<file path="config.mk">
export PLATFORM = sky130hd
export DESIGN_NAME = utf16_to_utf8_encoder
export DESIGN_NICKNAME = d
export VERILOG_FILES = /design/src/hw/rtl/u16u8_pkg.sv /design/src/hw/rtl/u16u8_front.sv /design/src/hw/rtl/u16u8_fifo.sv /design/src/hw/rtl/u16u8_back.sv /design/src/hw/rtl/utf16_to_utf8_encoder.sv
export SDC_FILE = /design/constraint.sdc
export NUM_CORES = 1
export LEC_CHECK = 0
export BUFFER_PORTS_ARGS = -buffer_cell sky130_fd_sc_hd__buf_2
export CORE_MARGIN = 1.5
export CORE_UTILIZATION = 55
export CTS_CLUSTER_DIAMETER = 50
export CTS_CLUSTER_SIZE = 20
export DETAILED_ROUTE_END_ITERATION = 8
export PLACE_DENSITY = 0.76
export SLEW_MARGIN = 0
export SYNTH_ARGS = -nofsm -noshare
export SYNTH_HDL_FRONTEND = slang
export SYNTH_SLANG_ARGS = --single-unit
</file>
<file path="constraint.sdc">
create_clock -name clk -period 17.71 [get_ports clk]
set_input_delay 3.542 -clock clk [delete_from_list [all_inputs] [get_ports clk]]
set_output_delay 3.542 -clock clk [all_outputs]
set_load 0.02 [all_outputs]
</file>
<file path="src/hw/rtl/u16u8_pkg.sv">
package u16u8_pkg;

  localparam int unsigned MAX_BYTES       = 6;
  localparam int unsigned QUEUE_DEPTH_DEF = 2;

  localparam logic [7:0] REPL_BYTE0 = 8'hEF;
  localparam logic [7:0] REPL_BYTE1 = 8'hBF;
  localparam logic [7:0] REPL_BYTE2 = 8'hBD;

  localparam logic [7:0] LEAD2_MARK = 8'hC0;
  localparam logic [7:0] LEAD3_MARK = 8'hE0;
  localparam logic [7:0] LEAD4_MARK = 8'hF0;
  localparam logic [7:0] CONT_MARK  = 8'h80;

  localparam logic [15:0] ONE_BYTE_MAX = 16'h007F;
  localparam logic [15:0] TWO_BYTE_MAX = 16'h07FF;
  localparam logic [20:0] SUPP_BASE    = 21'h10000;

  localparam logic [5:0] LEAD_PREFIX  = 6'b110110;
  localparam logic [5:0] TRAIL_PREFIX = 6'b110111;

  // One input item's worth of output bytes, byte 0 first.
  typedef struct packed {
    logic [MAX_BYTES-1:0][7:0] bytes;
    logic [MAX_BYTES-1:0]      repl;
    logic [2:0]                count;
  } u16u8_job_t;

endpackage

</file>
<file path="src/hw/rtl/u16u8_front.sv">
module u16u8_front
  import u16u8_pkg::*;
(
  input  logic       clk,
  input  logic       rst_n,
  input  logic       accept,
  input  logic [15:0] code_unit,
  input  logic       end_of_string,
  output u16u8_job_t job,
  output logic       job_valid
);

  logic       pend_valid_r, pend_valid_nxt;
  logic [9:0] pend_bits_r, pend_bits_nxt;

  logic        is_lead, is_trail, done, lead_held;
  logic [20:0] cp;
  logic [3:0][7:0] head_bytes;
  logic [2:0][7:0] tail_bytes;
  logic [2:0]  head_len, tail_len;
  logic        head_repl, tail_repl;

  always_comb begin
    is_lead   = (code_unit[15:10] == LEAD_PREFIX);
    is_trail  = (code_unit[15:10] == TRAIL_PREFIX);
    done      = pend_valid_r && is_trail;
    lead_held = !done && is_lead;
    cp        = SUPP_BASE + {1'b0, pend_bits_r, code_unit[9:0]};

    head_bytes = '0;
    head_len   = 3'd0;
    head_repl  = 1'b0;
    if (done) begin
      head_bytes[0] = LEAD4_MARK | {5'b0, cp[20:18]};
      head_bytes[1] = CONT_MARK | {2'b0, cp[17:12]};
      head_bytes[2] = CONT_MARK | {2'b0, cp[11:6]};
      head_bytes[3] = CONT_MARK | {2'b0, cp[5:0]};
      head_len      = 3'd4;
    end else if (pend_valid_r) begin
      head_bytes[0] = REPL_BYTE0;
      head_bytes[1] = REPL_BYTE1;
      head_bytes[2] = REPL_BYTE2;
      head_len      = 3'd3;
      head_repl     = 1'b1;
    end

    tail_bytes = '0;
    tail_len   = 3'd0;
    tail_repl  = 1'b0;
    if (done) begin
      tail_len = 3'd0;
    end else if (code_unit <= ONE_BYTE_MAX) begin
      tail_bytes[0] = code_unit[7:0];
      tail_len      = 3'd1;
    end else if (code_unit <= TWO_BYTE_MAX) begin
      tail_bytes[0] = LEAD2_MARK | {3'b0, code_unit[10:6]};
      tail_bytes[1] = CONT_MARK | {2'b0, code_unit[5:0]};
      tail_len      = 3'd2;
    end else if (is_trail || (is_lead && end_of_string)) begin
      // A lone trail, or a lead that the string ends on, becomes U+FFFD.
      tail_bytes[0] = REPL_BYTE0;
      tail_bytes[1] = REPL_BYTE1;
      tail_bytes[2] = REPL_BYTE2;
      tail_len      = 3'd3;
      tail_repl     = 1'b1;
    end else if (!is_lead) begin
      tail_bytes[0] = LEAD3_MARK | {4'b0, code_unit[15:12]};
      tail_bytes[1] = CONT_MARK | {2'b0, code_unit[11:6]};
      tail_bytes[2] = CONT_MARK | {2'b0, code_unit[5:0]};
      tail_len      = 3'd3;
    end

    job       = '0;
    job.count = head_len + tail_len;
    if (head_len == 3'd0) begin
      job.bytes[2:0] = tail_bytes;
      job.repl[2:0]  = {3{tail_repl}};
    end else begin
      job.bytes[3:0] = head_bytes;
      job.repl[2:0]  = {3{head_repl}};
      if (head_len == 3'd3) begin
        job.bytes[5:3] = tail_bytes;
        job.repl[5:3]  = {3{tail_repl}};
      end
    end
    job_valid = (job.count != 3'd0);

    pend_valid_nxt = pend_valid_r;
    pend_bits_nxt  = pend_bits_r;
    if (accept) begin
      pend_valid_nxt = lead_held && !end_of_string;
      if (lead_held) begin
        pend_bits_nxt = code_unit[9:0];
      end
    end
  end

  always_ff @(posedge clk) begin
    if (!rst_n) begin
      pend_valid_r <= 1'b0;
      pend_bits_r  <= '0;
    end else begin
      pend_valid_r <= pend_valid_nxt;
      pend_bits_r  <= pend_bits_nxt;
    end
  end

endmodule

</file>
<file path="src/hw/rtl/u16u8_fifo.sv">
module u16u8_fifo
  import u16u8_pkg::*;
#(
  parameter int unsigned DEPTH = QUEUE_DEPTH_DEF
) (
  input  logic       clk,
  input  logic       rst_n,
  input  logic       push,
  input  u16u8_job_t push_job,
  input  logic       pop,
  output u16u8_job_t head_job,
  output logic       not_empty,
  output logic       full
);

  localparam int unsigned PW = (DEPTH > 1) ? $clog2(DEPTH) : 1;
  localparam int unsigned CW = $clog2(DEPTH + 1);

  u16u8_job_t    mem_r [DEPTH];
  logic [PW-1:0] wr_ptr_r, wr_ptr_nxt;
  logic [PW-1:0] rd_ptr_r, rd_ptr_nxt;
  logic [CW-1:0] count_r, count_nxt;

  function automatic logic [PW-1:0] bump(input logic [PW-1:0] p);
    return (p == PW'(DEPTH - 1)) ? '0 : p + PW'(1);
  endfunction

  always_comb begin
    not_empty  = (count_r != '0);
    full       = (count_r == CW'(DEPTH));
    head_job   = mem_r[rd_ptr_r];
    wr_ptr_nxt = push ? bump(wr_ptr_r) : wr_ptr_r;
    rd_ptr_nxt = pop ? bump(rd_ptr_r) : rd_ptr_r;
    count_nxt  = count_r + CW'(push) - CW'(pop);
  end

  always_ff @(posedge clk) begin
    if (push) begin
      mem_r[wr_ptr_r] <= push_job;
    end
  end

  always_ff @(posedge clk) begin
    if (!rst_n) begin
      wr_ptr_r <= '0;
      rd_ptr_r <= '0;
      count_r  <= '0;
    end else begin
      wr_ptr_r <= wr_ptr_nxt;
      rd_ptr_r <= rd_ptr_nxt;
      count_r  <= count_nxt;
    end
  end

  a_no_overflow: assert property (@(posedge clk) disable iff (!rst_n)
    (push && full) |-> pop)
    else $error("queue written while full");

endmodule

</file>
<file path="src/hw/rtl/u16u8_back.sv">
module u16u8_back
  import u16u8_pkg::*;
(
  input  logic       clk,
  input  logic       rst_n,
  input  u16u8_job_t head_job,
  input  logic       head_valid,
  output logic       pop,
  output logic       out_tvalid,
  input  logic       out_tready,
  output logic [7:0] out_tdata,   // out_byte
  output logic       out_tlast,   // run_last
  output logic       out_tuser    // is_replacement
);

  u16u8_job_t job_r, job_nxt;
  logic [2:0] idx_r, idx_nxt;
  logic       busy_r, busy_nxt;
  logic       out_valid_r, out_valid_nxt;
  logic [7:0] out_byte_r, out_byte_nxt;
  logic       out_last_r, out_last_nxt;
  logic       out_repl_r, out_repl_nxt;
  logic       advance;

  // The output register reloads when empty or being taken, so a new byte
  // goes out every cycle out_tready is high and a job waits, across jobs too.
  always_comb begin
    advance       = !out_valid_r || out_tready;
    pop           = 1'b0;
    job_nxt       = job_r;
    idx_nxt       = idx_r;
    busy_nxt      = busy_r;
    out_valid_nxt = out_valid_r && !out_tready;
    out_byte_nxt  = out_byte_r;
    out_last_nxt  = out_last_r;
    out_repl_nxt  = out_repl_r;

    if (advance) begin
      if (busy_r) begin
        out_valid_nxt = 1'b1;
        out_byte_nxt  = job_r.bytes[idx_r];
        out_repl_nxt  = job_r.repl[idx_r];
        out_last_nxt  = (idx_r == job_r.count - 3'd1);
        idx_nxt       = idx_r + 3'd1;
        if (idx_r == job_r.count - 3'd1) begin
          busy_nxt = 1'b0;
        end
      end else if (head_valid) begin
        pop           = 1'b1;
        out_valid_nxt = 1'b1;
        out_byte_nxt  = head_job.bytes[0];
        out_repl_nxt  = head_job.repl[0];
        out_last_nxt  = (head_job.count == 3'd1);
        job_nxt       = head_job;
        idx_nxt       = 3'd1;
        busy_nxt      = (head_job.count != 3'd1);
      end
    end
  end

  always_ff @(posedge clk) begin
    job_r      <= job_nxt;
    out_byte_r <= out_byte_nxt;
    out_last_r <= out_last_nxt;
    out_repl_r <= out_repl_nxt;
  end

  always_ff @(posedge clk) begin
    if (!rst_n) begin
      idx_r       <= '0;
      busy_r      <= 1'b0;
      out_valid_r <= 1'b0;
    end else begin
      idx_r       <= idx_nxt;
      busy_r      <= busy_nxt;
      out_valid_r <= out_valid_nxt;
    end
  end

  assign out_tvalid = out_valid_r;
  assign out_tdata  = out_byte_r;
  assign out_tlast  = out_last_r;
  assign out_tuser  = out_repl_r;

  a_idx_in_job: assert property (@(posedge clk) disable iff (!rst_n)
    busy_r |-> (idx_r < job_r.count) && (job_r.count <= 3'(MAX_BYTES)))
    else $error("byte index ran past the job");

  a_single_byte_last: assert property (@(posedge clk) disable iff (!rst_n)
    (pop && head_job.count == 3'd1) |=> (out_tvalid && out_tlast && !busy_r))
    else $error("single-byte job not marked last");

  a_no_pop_while_busy: assert property (@(posedge clk) disable iff (!rst_n)
    busy_r |-> !pop)
    else $error("queue popped while a job is in flight");

endmodule

</file>
<file path="src/hw/rtl/utf16_to_utf8_encoder.sv">
// UTF-16 to UTF-8 encoder. Each input beat carries one UTF-16 code unit
// (in_tdata[15:0]) and an end-of-string flag (in_tlast); each output beat
// carries one UTF-8 byte, with out_tlast on the last byte an input beat
// produces and out_tuser on bytes of an emitted U+FFFD. A lead surrogate
// produces nothing until the next unit arrives; unpaired surrogates become
// EF BF BD, including a lead still held when the string ends. The front end
// classifies a unit and builds all of its bytes (up to six) combinationally
// and takes a beat every cycle while the job queue has room; the back end
// sends one byte per cycle while out_tready is high, so the sustained input
// rate falls with the bytes each beat produces (1 to 6, typically 1 to 3);
// a held lead that produces no bytes adds no queue entry.
// The queue of QUEUE_DEPTH jobs lets input and output stall independently.
module utf16_to_utf8_encoder
  import u16u8_pkg::*;
#(
  parameter int unsigned QUEUE_DEPTH = QUEUE_DEPTH_DEF
) (
  input  logic        clk,
  input  logic        rst_n,
  input  logic        in_tvalid,
  output logic        in_tready,
  input  logic [15:0] in_tdata,   // code_unit
  input  logic        in_tlast,   // end_of_string
  output logic        out_tvalid,
  input  logic        out_tready,
  output logic [7:0]  out_tdata,  // out_byte
  output logic        out_tlast,  // run_last
  output logic        out_tuser   // is_replacement
);

  u16u8_job_t front_job, head_job;
  logic       front_job_valid, accept, push, pop, not_empty, full;

  assign in_tready = !full;
  assign accept    = in_tvalid && in_tready;
  assign push      = accept && front_job_valid;

  u16u8_front u_front (
    .clk           (clk),
    .rst_n         (rst_n),
    .accept        (accept),
    .code_unit     (in_tdata),
    .end_of_string (in_tlast),
    .job           (front_job),
    .job_valid     (front_job_valid)
  );

  u16u8_fifo #(
    .DEPTH (QUEUE_DEPTH)
  ) u_fifo (
    .clk       (clk),
    .rst_n     (rst_n),
    .push      (push),
    .push_job  (front_job),
    .pop       (pop),
    .head_job  (head_job),
    .not_empty (not_empty),
    .full      (full)
  );

  u16u8_back u_back (
    .clk        (clk),
    .rst_n      (rst_n),
    .head_job   (head_job),
    .head_valid (not_empty),
    .pop        (pop),
    .out_tvalid (out_tvalid),
    .out_tready (out_tready),
    .out_tdata  (out_tdata),
    .out_tlast  (out_tlast),
    .out_tuser  (out_tuser)
  );

endmodule
</file>
## Word level (Yosys, flattened, before mapping)

Memories as Yosys holds them, arrays and structs flattened. A register that Yosys moved wholly into a read port is not among the register bits.
Cells that the tools add are included.

- Add/subtract/negate cells: 8
- Magnitude comparators: 3
- Reductions and logical operators: 21
- Equality and inequality tests: 7
- Multiplexer cells: 56
- Bitwise gates (word level): 1

Operator list:

| cell | count |
|---|---|
| 24-bit two-way mux | 8 |
| 8-bit two-way mux | 6 |
| 16-bit two-way mux | 2 |
| 3-bit two-way mux | 9 |
| 1-bit two-way mux | 26 |
| 8-bit binary-select mux with 3-bit select | 1 |
| 17-bit by 20-bit adder with 21-bit output (first input constant) | 1 |
| 16-bit by 11-bit less-or-equal comparator with 1-bit output (second input constant) | 1 |
| 16-bit by 7-bit less-or-equal comparator with 1-bit output (second input constant) | 1 |
| 6-bit equality test (second input constant) | 2 |
| 1-bit logical AND | 7 |
| 2-bit two-way mux | 3 |
| 1-bit logical NOT | 5 |
| 3-bit by 4-bit < comparator with 1-bit output (second input constant) | 1 |
| 2-bit AND reduction | 2 |
| 2-bit nonzero test | 2 |
| 3-bit by 1-bit adder with 3-bit output (second input constant) | 1 |
| 3-bit adder | 1 |
| 1-bit binary-select mux with 3-bit select | 1 |
| 3-bit by 1-bit equality test with 1-bit output (second input constant) | 1 |
| 3-bit by 2-bit equality test with 1-bit output (second input constant) | 1 |
| 3-bit equality test | 1 |
| 3-bit logical NOT | 1 |
| 3-bit by 1-bit != test with 1-bit output (second input constant) | 1 |
| 9 further kinds | 11 |

- Bits of input ports: 21
- Output and inout port bits: 12
- RAM bits: 114
- Register bits after elaboration: 87
- Word-level logic and storage cells: 116
- Memories: 1

Memories:

| name | words | bits a word | rd ports | clocked after Yosys merged registers in | wr ports | RTL line | text |
|---|---|---|---|---|---|---|---|
| u_fifo.mem_r | 2 | 57 | 1 | 1 | 1 | u16u8_fifo.sv:19 | `u16u8_job_t mem_r [DEPTH];` |

## Longest topological paths before layout

Gate-level depths: netlist (run 1).

- Word-level depth: 12
- Mapped depth: 15
- Depth with buffers taken out: 13

## Cells and area by module

Synthesis (run 1) repeated with hierarchy kept, for this count alone.

- Cells, all modules: 546
- Area, all modules: 8707.1 µm²

Modules (own cells, without submodules):

| module | area an instance (µm²) | instances | cells each | seq. area each (µm²) |
|---|---|---|---|---|
| u16u8_fifo | 4460.5 | 1 | 198 | 3523.4 |
| u16u8_back | 2816.5 | 1 | 159 | 2112.0 |
| u16u8_front | 1411.4 | 1 | 186 | 220.2 |
| utf16_to_utf8_encoder | 18.8 | 1 | 3 | 0.0 |

## Least setup slack after synthesis (run 1)

No wires, ideal clock.

- Kind: in2reg
- Start: input port in_tdata[11]
- End: memory u_fifo.mem_r[0][0] (netlist bit) (enable)
- Arrival time: 8915 ps
- Data required time: 17181 ps
- Buffers on the path: 2
- Setup time: 529 ps
- Path slack: 8265 ps
- Stages: 11
- Path through: and3_1 > clkbuf_1 > nand2_1 > nand2_1 > buf_2 > inv_1 > ha_1 > inv_1 > fa_1 > nor2b_1 > a211oi_1

- Longest elaborated chain between the ends: 12
- Elaborated cells between the ends (all ways): 18
- Classes of those cells: add/sub (1); order compare (2); eq/ne (2); mux (8); reduce/logical (5)

RTL lines:

| what | RTL line | text |
|---|---|---|
| start: declaration | utf16_to_utf8_encoder.sv:22 | `input logic [15:0] in_tdata,` |
| branches (longest 7 deep; another with 16-bit by 11-bit less-or-equal comparator with 1-bit output) | n/a |  |
| 3-bit adder (*) | u16u8_front.sv:74 | `job.count = head_len + tail_len;` |
| 3-bit nonzero test (*) | u16u8_front.sv:86 | `job_valid = (job.count != 3'd0);` |
| 1-bit logical AND (*) | utf16_to_utf8_encoder.sv:36 | `assign push = accept && front_job_valid;` |
| 1-bit two-way mux (*) | u16u8_fifo.sv:38 | `if (push) begin` |
| 1-bit two-way mux (not written as such) (*) | u16u8_fifo.sv:39 | `mem_r[wr_ptr_r] <= push_job;` |
| end: declaration | u16u8_fifo.sv:19 |  |

Every way passes the cells marked *.

## Worst setup path in the final report (run 1)

- Start: input port in_tdata[10]
- End: memory u_fifo.mem_r[0][50] (netlist bit) (enable)

Same word-level chain as after synthesis.

==> summary.txt, run 1 <==
CTS
  • Post-CTS Resized: 0
  • H-tree depth: 4
  • TritonCTS buffer count: 17
  • Root Buffer: clkbuf_16
  • CTS tree: yes
  • Post-CTS Hold Buffers: 0
  • Post-CTS Setup Bufs: 0
  • Clk_lat worst skew: 0.43 ns
  • Clock Tree Buf Depth: 2
  • Clk pin slew, worst setup/hold paths: 0.06 ns
  • Clock sink count: 178

STA
  • Fin crit period: 6.51 ns
  • RSZ-0062 raised after global routing: no
  • Slew margin rel.: 40.2%
  • Setup TNS: 0 ns
  • Pins Over Slew Limit: 0
  • Worst-case clock skew: 0.00855 ns
  • Period utilization: 36.7%
  • Hold Fails Final Rpt: 0
  • Worst Max-Slew Pin Slew: 0.896 ns
  • Fin worst setup slack: 11.20 ns
  • Fmax: 154 MHz
  • Setup Viol. Count Final: 0

Die
  • Vert. Die Dim: 122 um
  • Core region area: 13,800 um2
  • Num rows: 43
  • Die ar.: 14,800 um2
  • I/O pins: 33
  • Die Wd: 122 um
  • Effective utilization at floorplan: 56.0%

Outcome
  • Outcome: finished, final reports clean

Placement
  • DP Cell Count: 726
  • GPL Wtd Cong: 0.948
  • Port buffer count: 32
  • Worst slack, placed: 10.79 ns
  • Detail Placement HPWL: 10.3 mm

Drt
  • Iter 0 DRT Violations: 466
  • Final antenna-violating net count: 0
  • Pre-antenna DRT Iters: 5
  • Vias per cell: 6.11
  • Vias post-DR: 4,631
  • DRC viols: 0
  • Final WL: 16.2 mm
  • Wire per inst: 21.4 um

Pwr
  • Sequential share of power: 47.8%
  • Maximum vdd ir drop: 0.127 mV
  • Sw Share: 27.3%
  • Sw Pwr: 347 uW
  • Total Power: 1270 uW
  • Static Leak: 0.00297 uW
  • Cell internal pwr: 926 uW
  • Combinational Power Share: 21.7%
  • Clock share of power: 30.5%
  • Pwr Density: 146 nW/um2

Worst setup path
  • CP Capture Type: flip-flop
  • Req. time, crit path: 17.77 ns
  • Setup crit start kind: input pin
  • Worst setup path class: in -> reg
  • Arr. time, crit path: 6.57 ns
  • CP max FO: 49
  • Worst r2r src: u_front.pend_valid_r
  • Crit path from: in_tdata[10]

Yosys
  • Async S/R FF share, synth: 0%
  • Synth Flop Type: edfxtp_1
  • Mean area per synthesized cell: 14.5 um2
  • Top-area cell type share of the netlist area: 60.9%
  • Sequential fraction of the synthesis area: 66.4%
  • Synth Net Count: 561
  • Area contributors post-synth: edfxtp_1 61%, mux2_2 8.1%, dfxtp_1 5.4%, mux4_2 2.0%, nor2_1 1.5%
  • Synth warn: 0
  • Synthesized cell area: 7740 um2
  • Synth cell types: 64
  • Leading area contributor after synthesis: edfxtp_1
  • Synthesized instance count: 533
  • Post-synthesis register bit count: 178
  • Post-synth EDFFs: 157

Cells and area
  • Fin cells: 758
  • Most frequent cells in the layout: 157 x edfxtp_1, 56 x mux2_2, 32 x buf_2
  • Area Growth Syn to Fin: 12.6%
  • Layout net count: 593
  • Layout cells sized above 1: 26.3%
  • Commonest non-fill, non-tap cell in the layout: edfxtp_1
  • N_diodes: 0

Global route
  • Vias in the first global route: 4,624
  • Global-route usage over all layers: 23.7%
  • Global-route wire length before repair: 25.6 mm
  • Largest net degree at the start of global routing: 50
  • Antenna violations before repair: 0
  • Grt ovf: 0

Hold path
  • Worst Min Path Start: u_front.pend_bits_r[3]
  • Hold WC Path Type: reg -> reg

Run
  • Max cap viols: 0
[critical path, cell delays in order]
cell	delay, ns
buf_2	0.26
and3b_1	0.24
nand2_1	0.12
nand2_1	0.48
inv_1	0.10
ha_1	0.20
inv_1	0.06
fa_1	0.42
nor2b_1	0.26
a211oi_4	0.26
buf_4	0.57
[flip-flops by register name (all words and copies together) (netlist names), 2 cells and up, named ones only]
register             cells
u_front.pend_bits_r     10
u_back.job_r            49
u_fifo.mem_r            98
u_fifo.count_r           2
u_back.idx_r             3
u_back.out_tdata         8
[final timing paths]
check | cells past startpoint | slack, ns | endpoint
max | 11 | 11.20 | u_fifo.mem_r[0][50]
min | 2 | 0.48 | u_front.pend_bits_r[3]
max reg2reg | 10 | 14.32 | u_fifo.mem_r[0][50]
min reg2reg | 2 | 0.48 | u_front.pend_bits_r[3]
[routing by layer]
layer  track usage, %  wire [um]  up-vias
met5                0          0        -
met3             5.24       1050       24
met1             33.2       7130     2290
li1                 -          -     2126
met4             11.4        439        0
met2             35.4       7610      191
[logic make-up (layout without fill, tap and decap cells)]
family                   count (synthesis)  in the layout  share of synthesized area (%)
AO/OA/AOI/OAI                          108            108                           9.44
XOR/XNOR                                10             10                           1.31
adder cells (fa/ha/maj)                  7              7                           1.23
multiplexers                            65             65                           10.5
flip-flops                             178            178                           66.4
AND/OR/NAND/NOR                        126            126                           9.15
buffers and inverters                   39             84                           2.05
[through the flow]
step / instance area, um2 / utilization, % / hold slack, ns
after detailed placement: 8100 / 58.6 / 0.474
after CTS: 8710 / 63.0 / 0.485
after global placement: 8100 / 58.6 / 0.458
final: 8710 / 63.0 / 0.483
after global routing: 8710 / 63.0 / 0.507
after floorplan: 7740 / - / 0.453
[synth_stat cells (all sizes together) (5+ instances only)]
library cell and n:
and2 5, nor3 9, o21a 8, xnor2 5
clkbuf 16, mux2 57, edfxtp 157, nand4 5
nand2 26, a21oi 24, nor2 35, inv 12
nand3 21, a22oi 11, a21boi 12, nor2b 6
mux4 7, buf 11, ha 6, dfxtp 21
a31oi 7, o32ai 5, o21ai 19
[power groups by stage]
stage	registers [uW]	logic (uW)	clock network, uW
2_1_floorplan	631	185	0
3_3_place_gp	611	271	0
3_5_place_dp	617	279	0
4_1_cts	609	281	393
5_1_grt	617	302	409
6_report	608	277	389
[cell type report]
type	count	area [um2]
sequential	178	5140
clock inverter	15	189
timing repair buffer	40	220
tap	180	225
multi-input combinational	316	2470
clock buffer	17	425
fill	1012	5110
inverter	12	45.0
Note: power is estimated with default switching activity, not from simulation.
==> inputs of run 2 (changes only) <==
- clock period: 17.71 -> 6.3 ns (I/O delays scaled with it)
==> summary.txt, run 2 (synthesis gave the netlist of run 1 again) <==
Outcome
  • Outcome: finished, final reports clean

Cells and area
  • Biggest regs: u_fifo.mem_r: 98 flops, u_back.job_r: 49 flops, u_front.pend_bits_r: 10 flops
  • Area Growth Syn to Fin: 12.6%
  • N_diodes: 0
  • Biggest register: u_fifo.mem_r
  • Most frequent cells in the layout: 157 x edfxtp_1, 56 x mux2_2, 32 x buf_2
  • Design area: 8720 um2
  • Layout cells sized above 1: 26.5%
  • Layout net count: 592
  • Max reg flops: 98
  • Commonest non-fill, non-tap cell in the layout: edfxtp_1

CTS
  • Clk_lat worst skew: 0.42 ns
  • Clk pin slew, worst setup/hold paths: 0.07 ns
  • Clock sink count: 178
  • Post-CTS Resized: 0
  • Root Buffer: clkbuf_16
  • Post-CTS Hold Buffers: 0
  • H-tree depth: 4
  • Post-CTS Setup Bufs: 0
  • Clock Tree Buf Depth: 2
  • TritonCTS buffer count: 17
  • CTS tree: yes

STA
  • Slew margin rel.: 33.7%
  • Fmax: 232 MHz
  • Setup TNS: 0 ns
  • RSZ-0062 raised after global routing: no
  • Worst Max-Slew Pin Slew: 0.993 ns
  • WHS: 0.491 ns
  • Pins Over Slew Limit: 0
  • Worst-case clock skew: 0.00856 ns
  • Fin worst setup slack: 1.99 ns
  • Hold Fails Final Rpt: 0
  • Setup Viol. Count Final: 0
  • Period utilization: 68.4%
  • Fin crit period: 4.31 ns

Placement
  • Port buffer count: 32
  • Worst slack, placed: 1.60 ns
  • GPL Wtd Cong: 0.913
  • Post-DP Area: 8090 um2
  • Detail Placement HPWL: 10.7 mm

Global route
  • Global-route usage over all layers: 23.1%
  • Largest net degree at the start of global routing: 50
  • Grt ovf: 0
  • Global-route wire length before repair: 25.1 mm
  • Antenna violations before repair: 0
  • Vias in the first global route: 4,455

Die
  • Core region area: 13,800 um2
  • Die Wd: 122 um
  • I/O pins: 33
  • Num rows: 43
  • Vert. Die Dim: 122 um
  • Die ar.: 14,800 um2
  • Effective utilization at floorplan: 56.0%

Worst setup path
  • Cells along the critical path: buf_2 > and3b_1 > nand2_1 > nand2_1 > inv_1 > ha_1 > inv_1 > fa_1 > nor2b_1 > a21oi_4 > buf_4
  • CP Capture Type: flip-flop
  • Arr. time, crit path: 4.40 ns
  • Slowest Stage Delay on Critical Path: 0.57 ns
  • Worst setup path class: in -> reg
  • Req. time, crit path: 6.39 ns
  • CP max FO: 21
  • Slowest CP cell: a21oi_4
  • Setup crit start kind: input pin

Drt
  • Wire per inst: 20.9 um
  • Final antenna-violating net count: 0
  • Vias post-DR: 4,553
  • Iter 0 DRT Violations: 400
  • DRC viols: 0
  • Pre-antenna DRT Iters: 5
  • Final WL: 15.8 mm
  • Vias per cell: 6.01

Pwr
  • Maximum vdd ir drop: 0.266 mV
  • Pwr Density: 408 nW/um2
  • Sw Pwr: 957 uW
  • Sw Share: 26.9%
  • Combinational Power Share: 20.8%
  • Total Power: 3550 uW
  • Static Leak: 0.00298 uW
  • Cell internal pwr: 2600 uW
  • Clock share of power: 30.5%
  • Sequential share of power: 48.7%

Run
  • Max cap viols: 0

Hold path
  • Hold WC Path Type: reg -> reg
-- run 2: path summary, 6_finish.rpt --
check	start	to	slack [ns]	cells past startpoint
setup / recovery	in_tdata[10]	u_fifo.mem_r[1][22]	1.99	11
hold / removal	u_front.pend_bits_r[5]	u_front.pend_bits_r[5]	0.49	2
setup reg to reg	u_front.pend_valid_r	u_fifo.mem_r[1][22]	2.41	9
hold reg to reg	u_front.pend_bits_r[5]	u_front.pend_bits_r[5]	0.49	2
-- run 2: power groups by stage --
| stage | clock [uW] | sequential [uW] | combinational [uW] |
|---|---|---|---|
| after floorplan | 0 | 1770 | 522 |
| after global placement | 0 | 1740 | 727 |
| after detailed placement | 0 | 1750 | 744 |
| after CTS | 1100 | 1730 | 749 |
| after global routing | 1140 | 1750 | 815 |
| final | 1080 | 1730 | 739 |
-- run 2: final cells by class --
class	count	area, um2
clock buffers	22	507
clock inverters	10	118
fillers	1004	5110
inverters	12	45.0
multi-input cells	316	2470
flip-flops and latches	178	5140
well taps	180	225
repair buffers	39	213
-- run 2: critical path, delay by kind of cell --
kind	cells	cell delay, ns
AO/OA/AOI/OAI	1	0.57
AND/OR/NAND/NOR	4	1.08
buffers and inverters	4	0.84
adder cells (fa/ha/maj)	2	0.63
-- run 2: metal layers --
layer	track usage, %	routed length [um]	vias to the layer above
met5	0	0	-
met4	7.79	335	0
met3	5.90	984	27
met2	36.0	7320	170
met1	32.1	7150	2238
li1	-	-	2118
-- run 2: metrics by stage --
stage,util [%],std cells
6_report,63.0,757
5_1_grt,63.0,757
4_1_cts,63.0,757
3_5_place_dp,58.5,725
3_3_place_gp,58.5,725
2_1_floorplan,-,533
